`src/rtl/rls_pkg.sv`:
```
`timescale 1ns / 1ps
package rls_pkg;

	// Stack geometry
	localparam int MAX_DEPTH = 8;
	localparam int DEPTH_W   = $clog2(MAX_DEPTH + 1);
	localparam int IDX_W     = (MAX_DEPTH > 1) ? $clog2(MAX_DEPTH) : 1;

	// Field widths
	localparam int CMD_W  = 2;
	localparam int POS_W  = 32;
	localparam int PASS_W = 31;
	localparam int CNT_W  = 32;
	localparam int NEST_W = 4;

	// Counter code for a loop that never ends on its own
	localparam logic [CNT_W-1:0] INFINITE_COUNT = '1;

	typedef enum logic [CMD_W-1:0] {
		CMD_SET    = 2'd0,
		CMD_LOOP   = 2'd1,
		CMD_CANCEL = 2'd2
	} cmd_t;

	typedef struct packed {
		logic [CMD_W-1:0]  cmd;
		logic [POS_W-1:0]  position;
		logic [PASS_W-1:0] pass_count;
	} rls_item_t;

	typedef struct packed {
		logic              seek;
		logic [POS_W-1:0]  seek_position;
		logic              dropped;
		logic [NEST_W-1:0] nesting_depth;
		logic              any_active;
	} rls_result_t;

	// Fold the stack depth into the reported depth field (wraps above 15)
	function automatic logic [NEST_W-1:0] to_nest(input logic [DEPTH_W-1:0] d);
		logic [NEST_W+DEPTH_W-1:0] wide;
		wide = {{NEST_W{1'b0}}, d};
		return wide[NEST_W-1:0];
	endfunction

endpackage

```
`src/rtl/rls_stack.sv`:
```
`timescale 1ns / 1ps
module rls_stack import rls_pkg::*; (
	input  logic        clk,
	input  logic        arst_n,
	input  logic        fire,
	input  rls_item_t   item,
	output rls_result_t result_d
);

	logic [POS_W-1:0]   pos_q [MAX_DEPTH];
	logic [CNT_W-1:0]   cnt_q [MAX_DEPTH];
	logic               nz_q  [MAX_DEPTH];
	logic [DEPTH_W-1:0] depth_q;

	logic [DEPTH_W-1:0] depth_n;
	logic               nz_n [MAX_DEPTH];
	logic               full;
	logic               empty;
	logic [IDX_W-1:0]   top_idx;
	logic [IDX_W-1:0]   push_idx;
	logic [CNT_W-1:0]   top_cnt;
	logic [CNT_W-1:0]   new_cnt;
	logic               push_en;
	logic               dec_en;
	logic               cancel_en;
	logic               seek;
	logic               dropped;
	logic [DEPTH_W-1:0] top_full;

	// Decode stack position
	assign full     = (depth_q == DEPTH_W'(MAX_DEPTH));
	assign empty    = (depth_q == '0);
	assign top_full = depth_q - DEPTH_W'(1);
	assign top_idx  = top_full[IDX_W-1:0];
	assign push_idx = depth_q[IDX_W-1:0];
	assign top_cnt  = cnt_q[top_idx];
	assign new_cnt  = (item.pass_count == '0) ? INFINITE_COUNT
		: {1'b0, item.pass_count - PASS_W'(1)};

	// Decide the command's effect
	always_comb begin
		depth_n   = depth_q;
		push_en   = 1'b0;
		dec_en    = 1'b0;
		cancel_en = 1'b0;
		seek      = 1'b0;
		dropped   = 1'b0;
		case (item.cmd)
			CMD_SET: begin
				if (full) begin
					dropped = 1'b1;
				end else begin
					push_en = 1'b1;
					depth_n = depth_q + DEPTH_W'(1);
				end
			end
			CMD_LOOP: begin
				if (!empty) begin
					if (top_cnt == '0) begin
						depth_n = top_full;
					end else begin
						seek   = 1'b1;
						dec_en = !top_cnt[CNT_W-1];
					end
				end
			end
			CMD_CANCEL: begin
				cancel_en = 1'b1;
			end
			default: begin
			end
		endcase
	end

	// Next activity flags, then fold the live ones
	always_comb begin
		for (int i = 0; i < MAX_DEPTH; i++) begin
			nz_n[i] = nz_q[i];
			if (cancel_en) begin
				nz_n[i] = 1'b0;
			end else if (push_en && push_idx == IDX_W'(i)) begin
				nz_n[i] = (new_cnt != '0);
			end else if (dec_en && top_idx == IDX_W'(i)) begin
				nz_n[i] = (top_cnt != CNT_W'(1));
			end
		end
	end

	always_comb begin
		result_d               = '0;
		result_d.seek          = seek;
		result_d.seek_position = seek ? pos_q[top_idx] : '0;
		result_d.dropped       = dropped;
		result_d.nesting_depth = to_nest(depth_n);
		for (int i = 0; i < MAX_DEPTH; i++) begin
			if (DEPTH_W'(i) < depth_n && nz_n[i]) begin
				result_d.any_active = 1'b1;
			end
		end
	end

	// Advance depth on each accepted beat
	always_ff @(posedge clk or negedge arst_n) begin
		if (!arst_n) begin
			depth_q <= '0;
		end else if (fire) begin
			depth_q <= depth_n;
		end
	end

	// Update stack entries
	always_ff @(posedge clk) begin
		if (fire) begin
			for (int i = 0; i < MAX_DEPTH; i++) begin
				nz_q[i] <= nz_n[i];
				if (cancel_en) begin
					cnt_q[i] <= '0;
				end else if (push_en && push_idx == IDX_W'(i)) begin
					cnt_q[i] <= new_cnt;
					pos_q[i] <= item.position;
				end else if (dec_en && top_idx == IDX_W'(i)) begin
					cnt_q[i] <= top_cnt - CNT_W'(1);
				end
			end
		end
	end

`ifndef SYNTHESIS
	a_depth_bound: assert property (@(posedge clk) disable iff (!arst_n)
		depth_q <= DEPTH_W'(MAX_DEPTH))
		else $error("stack depth above limit");

	a_idle_hold: assert property (@(posedge clk) disable iff (!arst_n)
		!fire |=> $stable(depth_q))
		else $error("depth moved without a beat");

	a_drop_hold: assert property (@(posedge clk) disable iff (!arst_n)
		fire && item.cmd == CMD_SET && full |=> $stable(depth_q))
		else $error("push on full stack changed depth");

	a_loop_step: assert property (@(posedge clk) disable iff (!arst_n)
		fire && item.cmd == CMD_LOOP
		|=> depth_q == $past(depth_q) || depth_q == DEPTH_W'($past(depth_q) - DEPTH_W'(1)))
		else $error("loop point moved depth by more than one");
`endif

endmodule

```
`src/rtl/rls_out_reg.sv`:
```
`timescale 1ns / 1ps
module rls_out_reg import rls_pkg::*; (
	input  logic        clk,
	input  logic        arst_n,
	input  logic        fire,
	input  rls_result_t result_d,
	output logic        result_valid,
	input  logic        result_stall,
	output rls_result_t result
);

	logic        valid_q;
	rls_result_t data_q;

	// Hold the beat until taken; load a new one on accept
	always_ff @(posedge clk or negedge arst_n) begin
		if (!arst_n) begin
			valid_q <= 1'b0;
		end else if (fire) begin
			valid_q <= 1'b1;
		end else if (!result_stall) begin
			valid_q <= 1'b0;
		end
	end

	always_ff @(posedge clk) begin
		if (fire) begin
			data_q <= result_d;
		end
	end

	assign result_valid = valid_q;
	assign result       = data_q;

endmodule

```
`src/rtl/repeat_loop_stack_core.sv`:
```
`timescale 1ns / 1ps
// Nested repeat-loop stack.
// Input channel item_valid / item_stall / item carries one command beat:
// set marker (push position and pass count), loop point (seek back or pop
// the top marker) or cancel all (zero every stacked counter).
// Output channel result_valid / result_stall / result returns one beat per
// command: seek request and position, drop flag for a push on a full stack,
// nesting depth and whether any stacked counter is still non-zero.
// The result is registered and appears in the cycle after the command is accepted.
// Throughput: one command per cycle while item_stall is low; the whole update reads
// only the top entry and the per-entry activity flags, so it is one combinational step.
// A held result stalls the input: item_stall is high while result_valid is
// high and result_stall is high; the held beat stays unchanged.
// Reset empties the stack and clears any pending result; marker contents
// are not cleared, only entries below the depth are ever read.
module repeat_loop_stack_core import rls_pkg::*; (
	input  logic        clk,
	input  logic        arst_n,
	input  logic        item_valid,
	output logic        item_stall,
	input  rls_item_t   item,
	output logic        result_valid,
	input  logic        result_stall,
	output rls_result_t result
);

	logic        fire;
	rls_result_t result_d;

	// Accept while the result register is free or draining
	assign item_stall = result_valid && result_stall;
	assign fire       = item_valid && !item_stall;

	rls_stack u_stack (
		.clk      (clk),
		.arst_n   (arst_n),
		.fire     (fire),
		.item     (item),
		.result_d (result_d)
	);

	rls_out_reg u_out_reg (
		.clk          (clk),
		.arst_n       (arst_n),
		.fire         (fire),
		.result_d     (result_d),
		.result_valid (result_valid),
		.result_stall (result_stall),
		.result       (result)
	);

endmodule

```
`config.mk`:
```
export PLATFORM = sky130hd
export DESIGN_NAME = repeat_loop_stack_core
export DESIGN_NICKNAME = d
export VERILOG_FILES = /design/src/rtl/rls_pkg.sv /design/src/rtl/rls_stack.sv /design/src/rtl/rls_out_reg.sv /design/src/rtl/repeat_loop_stack_core.sv
export SDC_FILE = /design/constraint.sdc
export NUM_CORES = 1
export LEC_CHECK = 0
export ABC_AREA = 1
export BUFFER_PORTS_ARGS = -buffer_cell sky130_fd_sc_hd__buf_4
export CAP_MARGIN = 20
export CORE_ASPECT_RATIO = 1.75
export CORE_MARGIN = 10
export CORE_UTILIZATION = 60
export DETAILED_ROUTE_END_ITERATION = 12
export PLACE_DENSITY = 0.78
export SYNTH_ARGS = -nofsm -noshare
export SYNTH_HDL_FRONTEND = slang
export SYNTH_SLANG_ARGS = --single-unit
```
`constraint.sdc`:
```
create_clock -name clk -period 6.6 [get_ports clk]
set_input_delay 0.99 -clock clk [delete_from_list [all_inputs] [get_ports clk]]
set_output_delay 0.99 -clock clk [all_outputs]
set_load 0.005 [all_outputs]
```
; Word level (Yosys, flattened, before mapping)
; Memory sizes are Yosys's and may differ from the RTL's. A register that Yosys moved wholly into a read port is not among the register bits.
; Cells that the tools add are included.
[word_totals]
input_bits = 69
ff_bits = 12
wordCells = 256
memories = 3
ram_bits = 520
out_inout_bits = 41
[mem_list]
columns = name, words, word_bits, rd, rd_ports_with_merged_regs, wr, line
row1 = u_stack.cnt_q, 8, 32, 1, 0, 8, rls_stack.sv:11  ; logic [CNT_W-1:0] cnt_q [MAX_DEPTH];
row2 = u_stack.pos_q, 8, 32, 1, 1, 1, rls_stack.sv:10  ; logic [POS_W-1:0] pos_q [MAX_DEPTH];
row3 = u_stack.nz_q, 8, 1, 8, 0, 8, rls_stack.sv:12  ; logic nz_q [MAX_DEPTH];
[classes]
n_addsub = 4
n_bitwise = 16
reduce_logical = 44
n_lt_le_gt_ge = 8
muxes = 156
n_eq_ne = 19
[ops]
columns = cell, count
row1 = 2-to-1 mux 32 bit, 24
row2 = OR reduction 32 bit, 7
row3 = 2-to-1 mux 1 bit, 121
row4 = zero test 32 bit, 1
row5 = "inequality test 32 x 1 -> 1 bit, second input constant", 1
row6 = nonzero test 32 bit, 1
row7 = "subtractor 32 x 1 -> 32 bit, second input constant", 1
row8 = zero test 31 bit, 1
row9 = "subtractor 31 x 1 -> 31 bit, second input constant", 1
row10 = logical AND 1 bit, 26
row11 = "equality test 3 bit, second input constant", 8
row12 = 2-to-1 mux 3 bit, 7
row13 = "< comparator 3 x 4 -> 1 bit, first input constant", 4
row14 = bitwise OR 1 bit, 16
row15 = "equality test 3 x 2 -> 1 bit, second input constant", 4
row16 = 2-to-1 mux 4 bit, 3
row17 = "< comparator 1 x 4 -> 1 bit, first input constant", 2
row18 = "< comparator 2 x 4 -> 1 bit, first input constant", 2
row19 = one-hot mux 4 bit (2 select lines), 1
row20 = OR reduction 7 bit, 1
row21 = "equality test 3 x 1 -> 1 bit, second input constant", 2
row22 = zero test 3 bit, 2
row23 = "adder 4 x 1 -> 4 bit, second input constant", 1
row24 = "equality test 4 bit, second input constant", 1
row25 = other kinds (7), 9

; Depth between registers and ports, before layout
; Gate-level depths: netlist of run 1.
[logic_depth]
word_depth = 16
mapped_depth = 34
depth_no_buf = 24

; By module
; A second synthesis of run 1 with hierarchy kept.
[hier_totals]
hier_cells = 2849
area_unflattened_um2 = 27651.5
[by_module_without_submodules]
columns = mod, n_inst, area_each_um2, cells_each, seq_area_each_um2
row1 = rls_stack, 1, 26424.1, 2802, 15715.1
row2 = rls_out_reg, 1, 1207.4, 43, 1196.1
row3 = repeat_loop_stack_core, 1, 20.0, 4, 0.0

; Worst setup path before layout of run 1
; No wires, ideal clock.
[synth_path]
path_type = flip-flop to flip-flop
from = register u_stack.depth_q[0]
to = memory u_stack.cnt_q[1][0] (enable)
setup_slack_ns = 0.997
t_required_ns = 6.205
path_stages_with_launch = 19
arrival_ns = 5.209
synth_period_minus_slack_ns = 5.603
n_path_buf = 7
setup_time_ns = 0.395
cell_sequence = dfrtp_1 buf_6 inv_6 buf_8 buf_6 buf_6 clkbuf_1 clkbuf_1 ha_1 inv_1 nor3_1 nor2_1 inv_1 nor3_1 inv_1 nor2_1 inv_1 clkbuf_1 nand3_1
[synth_lines]
columns = item, line
row1 = "start, declared", rls_stack.sv:13  ; logic [DEPTH_W-1:0] depth_q;
row2 = "start signal, assigned", rls_stack.sv:107  ; depth_q <= depth_n;
row3 = "end, declared", rls_stack.sv:11

==> summary.txt, run 1 <==
Cell Pwr Density -> 399 mW/mm^2
die span in x -> 182 um
CP Class -> register to register
area grow syn2layout -> 10.9%
Hold-fix buffers, CTS -> 0
Cell Rows -> 103
P_int -> 7.31 mW
Synth Flop Type -> edfxtp_1
first-pass GRT wire length -> 131,000 um
Final GP Congestion -> 0.993
RSZ-0062 raised after global routing -> no
initial antenna violation count -> 2
largest area contributor in the netlist -> edfxtp_1
DRC -> 0
num ports -> 110
status -> finished, final reports clean
Period minus WS final -> 5720 ps
clock latency on the worst-skew pair -> 600 ps
Final Cycle Share -> 86.6%
TritonCTS Buffers -> 49
Post-DP HPWL -> 55,300 um
share of the synthesized area in the top cell type -> 60.8%
final WL -> 88,700 um
synthesized instance count -> 2,778
Max Clk Rate -> 175 MHz
full die area -> 0.0553 sq mm
layout cells sized above 1 -> 10.6%
Worst EP arrival -> 6030 ps
drt first pass iters -> 6
utilization after layout -> 67.5%
Post-CTS Resized -> 0
PortBufs -> 109
GRT Overall Usage -> 30.7%
Req. time, crit path -> 6910 ps
post-CTS setup buffers -> 0
Clock power frac -> 25.8%
DR WL/cell -> 25.8 um
Total Negative Setup Slacks -> 0 ps
P_leak -> 12.3 nW
VDD IR max -> 0.323 mV
Longest Clk Path Bufs -> 3
CP max FO -> 44
Slew @ Worst Pin -> 1170 ps
top cells by area, synth -> edfxtp_1, nand2_1, o22ai_1
CTS Root Cell -> clkbuf_16
initial core utilization -> 60.8%
vias -> 22,300
DR vias/cell -> 6.49
CTS tree -> yes
switching power total -> 4.92 mW
Final setup viols -> 0
EDFF count, synth -> 559
Max Cap Violations -> 0
Comb power frac -> 39.8%
CTS clk-pin slew, worst paths -> 70 ps
Final #Nets -> 2,911
Slew headroom -> 21.8%
TritonCTS Sinks -> 564
CTS H-tree lvls -> 2
pre-CTS setup slack -> 990 ps
part of the Yosys area used for sequential elements -> 61.3%
Worst Skew -> 21.2 ps
path category of the worst min-delay check -> input pin to async pin
most frequent cell after synthesis -> nand2_1
Post-synth top cells -> nand2_1, edfxtp_1, inv_1
Setup WS post-layout -> 884 ps
sequential share of power -> 34.4%
Syn Area/Cell -> 9.94 sq um
reg2reg setup slack -> 880 ps
CP startpoint kind -> register
Yosys reg bits -> 564
Routed Antenna Nets -> 0
synth warn -> 0
1st-iter DRT viols -> 3,098
Core Region -> 0.0454 sq mm
largest net degree at the start of global routing -> 170
Synth Cell Area -> 0.0276 sq mm
number of global-route vias before repair -> 22,500
Async S/R FF share, synth -> 0.887%
Hold Fails Final Rpt -> 0
syn nets -> 2,861
Remaining Overflow, GRT -> 0
die height -> 304 um
CP endpoint kind -> register
sw frac -> 40.2%
Final Max Slew Viols -> 0
Netlist cell types -> 48
==> per-stage QoR <==
step                power, mW  hold WS (ps)  cell area [sq um]  std cells
floorplan                7.51           479              27600       2778
global placement         8.93           471              28900       3353
detailed placement       9.02           511              28900       3353
CTS                      12.1           199              30600       3441
global route             12.7           208              30600       3442
finish                   12.2           218              30600       3443
==> metal layers <==
| layer | vias to the layer above | routed length [um] | track usage [%] |
|---|---|---|---|
| met1 | 10500 | 28600 | 32.6 |
| met3 | 446 | 8150 | 5.79 |
| met4 | 4 | 7120 | 22.9 |
| met5 | - | 36 | 0 |
| li1 | 9846 | - | - |
| met2 | 1527 | 44800 | 52.9 |
==> power groups by stage <==
stage               Sequential [mW]  Clock [mW]  Combinational, mW
floorplan                      4.24           0               3.27
global placement               4.28           0               4.65
detailed placement             4.28           0               4.74
CTS                            4.21        3.15               4.77
global route                   4.22        3.28               5.20
finish                         4.21        3.15               4.87
==> critical path: stages (launching register included) <==
cell	delay, ps
dfrtp_4	780
inv_6	90
ha_1	280
ha_4	330
inv_2	390
buf_4	570
nand3_1	180
nand2_2	290
nand2_1	90
nor2_1	120
nand2_1	100
nor2_4	260
nand2_2	220
nand2_1	120
inv_2	360
nand4_2	220
nand3_2	500
buf_4	490
==> cell families (layout without fill, tap and decap cells) <==
| kind of cell | count (synthesis) | in the layout | synth area share (%) |
|---|---|---|---|
| fa+ha+maj | 14 | 14 | 0.635 |
| compound gates | 540 | 540 | 12.1 |
| other cells | 0 | 1 | 0 |
| simple gates | 1160 | 1160 | 17.7 |
| buf+inv | 466 | 553 | 7.03 |
| xor+xnor | 34 | 34 | 1.26 |
| flops | 564 | 564 | 61.3 |
==> final timing paths <==
path / startpoint / end / cells past startpoint
max: u_stack.depth_q[0] / u_stack.cnt_q[0][3] / 17
min: arst_n / u_stack.depth_q[1] / 1
max reg2reg: u_stack.depth_q[0] / u_stack.cnt_q[0][3] / 17
min reg2reg: u_out_reg.result_valid / u_out_reg.result_valid / 2
max in group asynchronous: arst_n / u_stack.depth_q[0] / 1
min in group clk: u_out_reg.result_valid / u_out_reg.result_valid / 2
==> area by class of cell <==
cell class                      instances  area (sq um)
Sequential cell                       564         16900
Timing Repair Buffer                  160          1230
Inverter                              305          1150
Clock inverter                         29           458
Antenna cell                            1          2.50
Fill cell                            3480         14700
Clock buffer                           59          1260
Tap cell                              577           722
Multi-Input combinational cell       1748          8880
==> sequential cells by signal (all words and copies together) (netlist names) <==
signal	flops
u_stack.depth_q	4
u_stack.cnt_q	256
u_out_reg.result	39
u_out_reg.result_valid	1
u_stack.pos_q	256
u_stack.nz_q	8
==> cells in the final DEF (no fill, tap or decap), drive strengths merged, types with 31 or more instances in the layout <==
master	n
a21oi	151
a221oi	64
buf	159
clkbuf	60
edfxtp	559
inv	304
nand2	702
nand3	201
nand4	31
nor2	195
o21a	32
o21ai	55
o22ai	225
Note: power is estimated with default switching activity, not from simulation.
==> inputs of run 2 (changes only) <==
--- a/config.mk
+++ b/config.mk
@@ -10,9 +10,9 @@
 export CAP_MARGIN = 20
 export CORE_ASPECT_RATIO = 1.75
 export CORE_MARGIN = 10
-export CORE_UTILIZATION = 60
+export CORE_UTILIZATION = 56
 export DETAILED_ROUTE_END_ITERATION = 12
-export PLACE_DENSITY = 0.78
+export PLACE_DENSITY = 0.76
 export SYNTH_ARGS = -nofsm -noshare
 export SYNTH_HDL_FRONTEND = slang
 export SYNTH_SLANG_ARGS = --single-unit
==> constraint.sdc (replaced) <==
create_clock -name clk -period 4.96 [get_ports clk]
set_input_delay 0.744 -clock clk [delete_from_list [all_inputs] [get_ports clk]]
set_output_delay 0.744 -clock clk [all_outputs]
set_load 0.005 [all_outputs]
==> run 2 against run 1 <==
Compared with the run above:
- die area rose by 6.5%
- non-clock buffer count rose by 21
- setup slack got worse by 500 ps
- largest cell class unchanged
- largest power group unchanged
- routed wire length fell by 1.5%
- combinational power rose by 36%
- via count rose by 0.39%
- design area rose by 0.97%
- sequential cell count did not move
- clock skew rose by 9.1 ps
- critical path type unchanged
- sequential power rose by 32%
- first-iteration DRC count fell by 6.6%
==> summary.txt, run 2 (synthesis results as in run 1) <==
CP Class -> register to register
Post-DP HPWL -> 53,700 um
DR vias/cell -> 6.33
initial antenna violation count -> 1
Worst EP arrival -> 4880 ps
commonest non-fill, non-tap cell in the layout -> nand2_1
drt first pass iters -> 6
CP endpoint kind -> register
Cell Pwr Density -> 524 mW/mm^2
final WL -> 87,400 um
TritonCTS Buffers -> 50
first-pass GRT wire length -> 130,000 um
Final #Nets -> 2,933
crit path cell chain -> inv_1 > ha_4 > inv_4 > buf_4 > nand3_1 > nand2_1 > o21ai_1 > nand2_1 > nor2_1 > nand2_1 > nor2_4 > nand2_2 > nand4_1 > inv_1 > nand2_1 > buf_4 > o22ai_1
CTS H-tree lvls -> 2
CP Buf/Inv Count -> 5
CP top delay family -> simple AND/OR/NAND/NOR gates
Worst path most repeated cell -> nand2_1
Period minus WS final -> 4580 ps
most used cells in the layout excluding fill and tap cells -> nand2_1, edfxtp_1, inv_1, o22ai_1, nand3_1
multi-input logic area -> 0.00889 sq mm
CTS tree -> yes
Final setup viols -> 0
VDD IR max -> 0.474 mV
Longest Clk Path Bufs -> 3
R2R Path End -> u_stack.cnt_q[1][9]
Max Cap Violations -> 0
reg2reg path depth -> 17
layout cells sized above 1 -> 11.2%
status -> finished, final reports clean
DRC -> 0
Post-CTS Resized -> 0
clock latency on the worst-skew pair -> 610 ps
worst hold path endpoint -> u_out_reg.result_valid
CTS clk-pin slew, worst paths -> 70 ps
Slowest-stage cell, CP -> o21ai_1
largest net degree at the start of global routing -> 175
RSZ-0062 raised after global routing -> no
die height -> 314 um
Slew headroom -> 21.3%
CTS Root Cell -> clkbuf_16
Routed Antenna Nets -> 0
GRT Overall Usage -> 28.6%
number of global-route vias before repair -> 22,400
Worst Hold Launch -> result_stall
busiest metal layer after global routing -> met2
path category of the worst min-delay check -> input pin to register
register cell area after layout -> 0.0169 sq mm
Final Power -> 16.2 mW
RR Startpoint -> u_stack.depth_q[1]
initial core utilization -> 56.6%
Slew @ Worst Pin -> 1180 ps
met2 Use GR -> 50.1%
hold_ws -> 353 ps
1st-iter DRT viols -> 2,895
Layout fillers -> 3,801
Final Max Slew Viols -> 0
Worst Skew -> 30.3 ps
Req. time, crit path -> 5260 ps
DR WL/cell -> 24.7 um
Max Clk Rate -> 219 MHz
reg2reg setup slack -> 380 ps
vias -> 22,400
Worst path max stage delay -> 460 ps
met3 usage -> 5.20%
num ports -> 110
Final Cycle Share -> 92.3%
Cells on Worst Hold Path -> 3
Ant. Diodes -> 0
die span in x -> 188 um
area grow syn2layout -> 12.0%
Final GP Congestion -> 0.985
CP startpoint kind -> register
PortBufs -> 109
Remaining Overflow, GRT -> 0
Core Region -> 0.0487 sq mm
post-CTS setup buffers -> 0
Cell Rows -> 107
P_leak -> 12.3 nW
full die area -> 0.0589 sq mm
TritonCTS Sinks -> 564
met1 Usage GRT -> 30.1%
CP max FO -> 26
Hold Fails Final Rpt -> 0
==> run 2: cell count changes in the layout (fill, tap and decap cells not counted), sizes merged <==
cell | previous run | this run
dlygate4sd3 | 0 | 1
diode | 1 | 0
inv | 304 | 308
bufinv | 12 | 7
clkinvlp | 1 | 6
buf | 159 | 180
==> run 2: metrics by stage <==
step                std cells  setup slack, ps  utilization, %  TNS [ps]  cell area (sq um)
floorplan                2778             -162               -    -30700              27700
global placement         3450              404            60.0         0              29200
detailed placement       3450              450            60.0         0              29200
CTS                      3544              564            63.4         0              30900
global route             3545              172            63.5         0              30900
finish                   3545              384            63.5         0              30900
==> run 2: repair_timing <==
| action | CTS | global route |
|---|---|---|
| hold buffers | 1 | 0 |
| hold endpoints to repair | 5 | 0 |
| setup endpoints to repair | 0 | 0 |
==> run 2: report_power, final <==
group	internal [mW]	leakage [nW]	switching (mW)	total [mW]
logic	1.88	6.31	4.72	6.60
clock network	2.25	0.800	1.79	4.04
registers	5.49	5.23	0.0722	5.56
==> run 2: cell type report <==
| class | count | share of cell area (%) |
|---|---|---|
| Sequential cell | 564 | 54.7 |
| Tap cell | 654 | 2.65 |
| Clock inverter | 33 | 1.27 |
| Clock buffer | 60 | 4.17 |
| Inverter | 305 | 3.73 |
| Timing Repair Buffer | 181 | 4.74 |
| Multi-Input combinational cell | 1748 | 28.7 |
==> run 2: worst max path at each step <==
stage / from / endpoint / slack (ps) / cells after the start
5_1_grt: u_stack.depth_q[1] / u_out_reg.result[0] / 170 / 20
4_1_cts: u_stack.depth_q[1] / u_stack.cnt_q[1][9] / 560 / 17
3_3_place_gp: item[0] / u_out_reg.result[0] / 400 / 20
2_1_floorplan: u_stack.depth_q[0] / u_stack.cnt_q[5][0] / -160 / 26
6_report: u_stack.depth_q[1] / u_stack.cnt_q[1][9] / 380 / 17
3_5_place_dp: item[0] / u_out_reg.result[0] / 450 / 20
==> run 2: worst reg2reg max path: cells and delay by family, from the launching register on <==
kind	cells	cell delay [ps]
and+or+nand+nor	9	1690
buffers and inverters	5	1100
AOI/OAI and AO/OA	2	610
adders and majority gates	1	450
DFF	1	440
==> run 2: metal layers <==
metal | vias to the layer above | wire length, um | part of all wire [%]
met5 | - | 0 | 0
met4 | 0 | 7210 | 8.3
li1 | 9882 | - | -
met3 | 431 | 8330 | 9.5
met2 | 1531 | 43800 | 50
met1 | 10600 | 28000 | 32
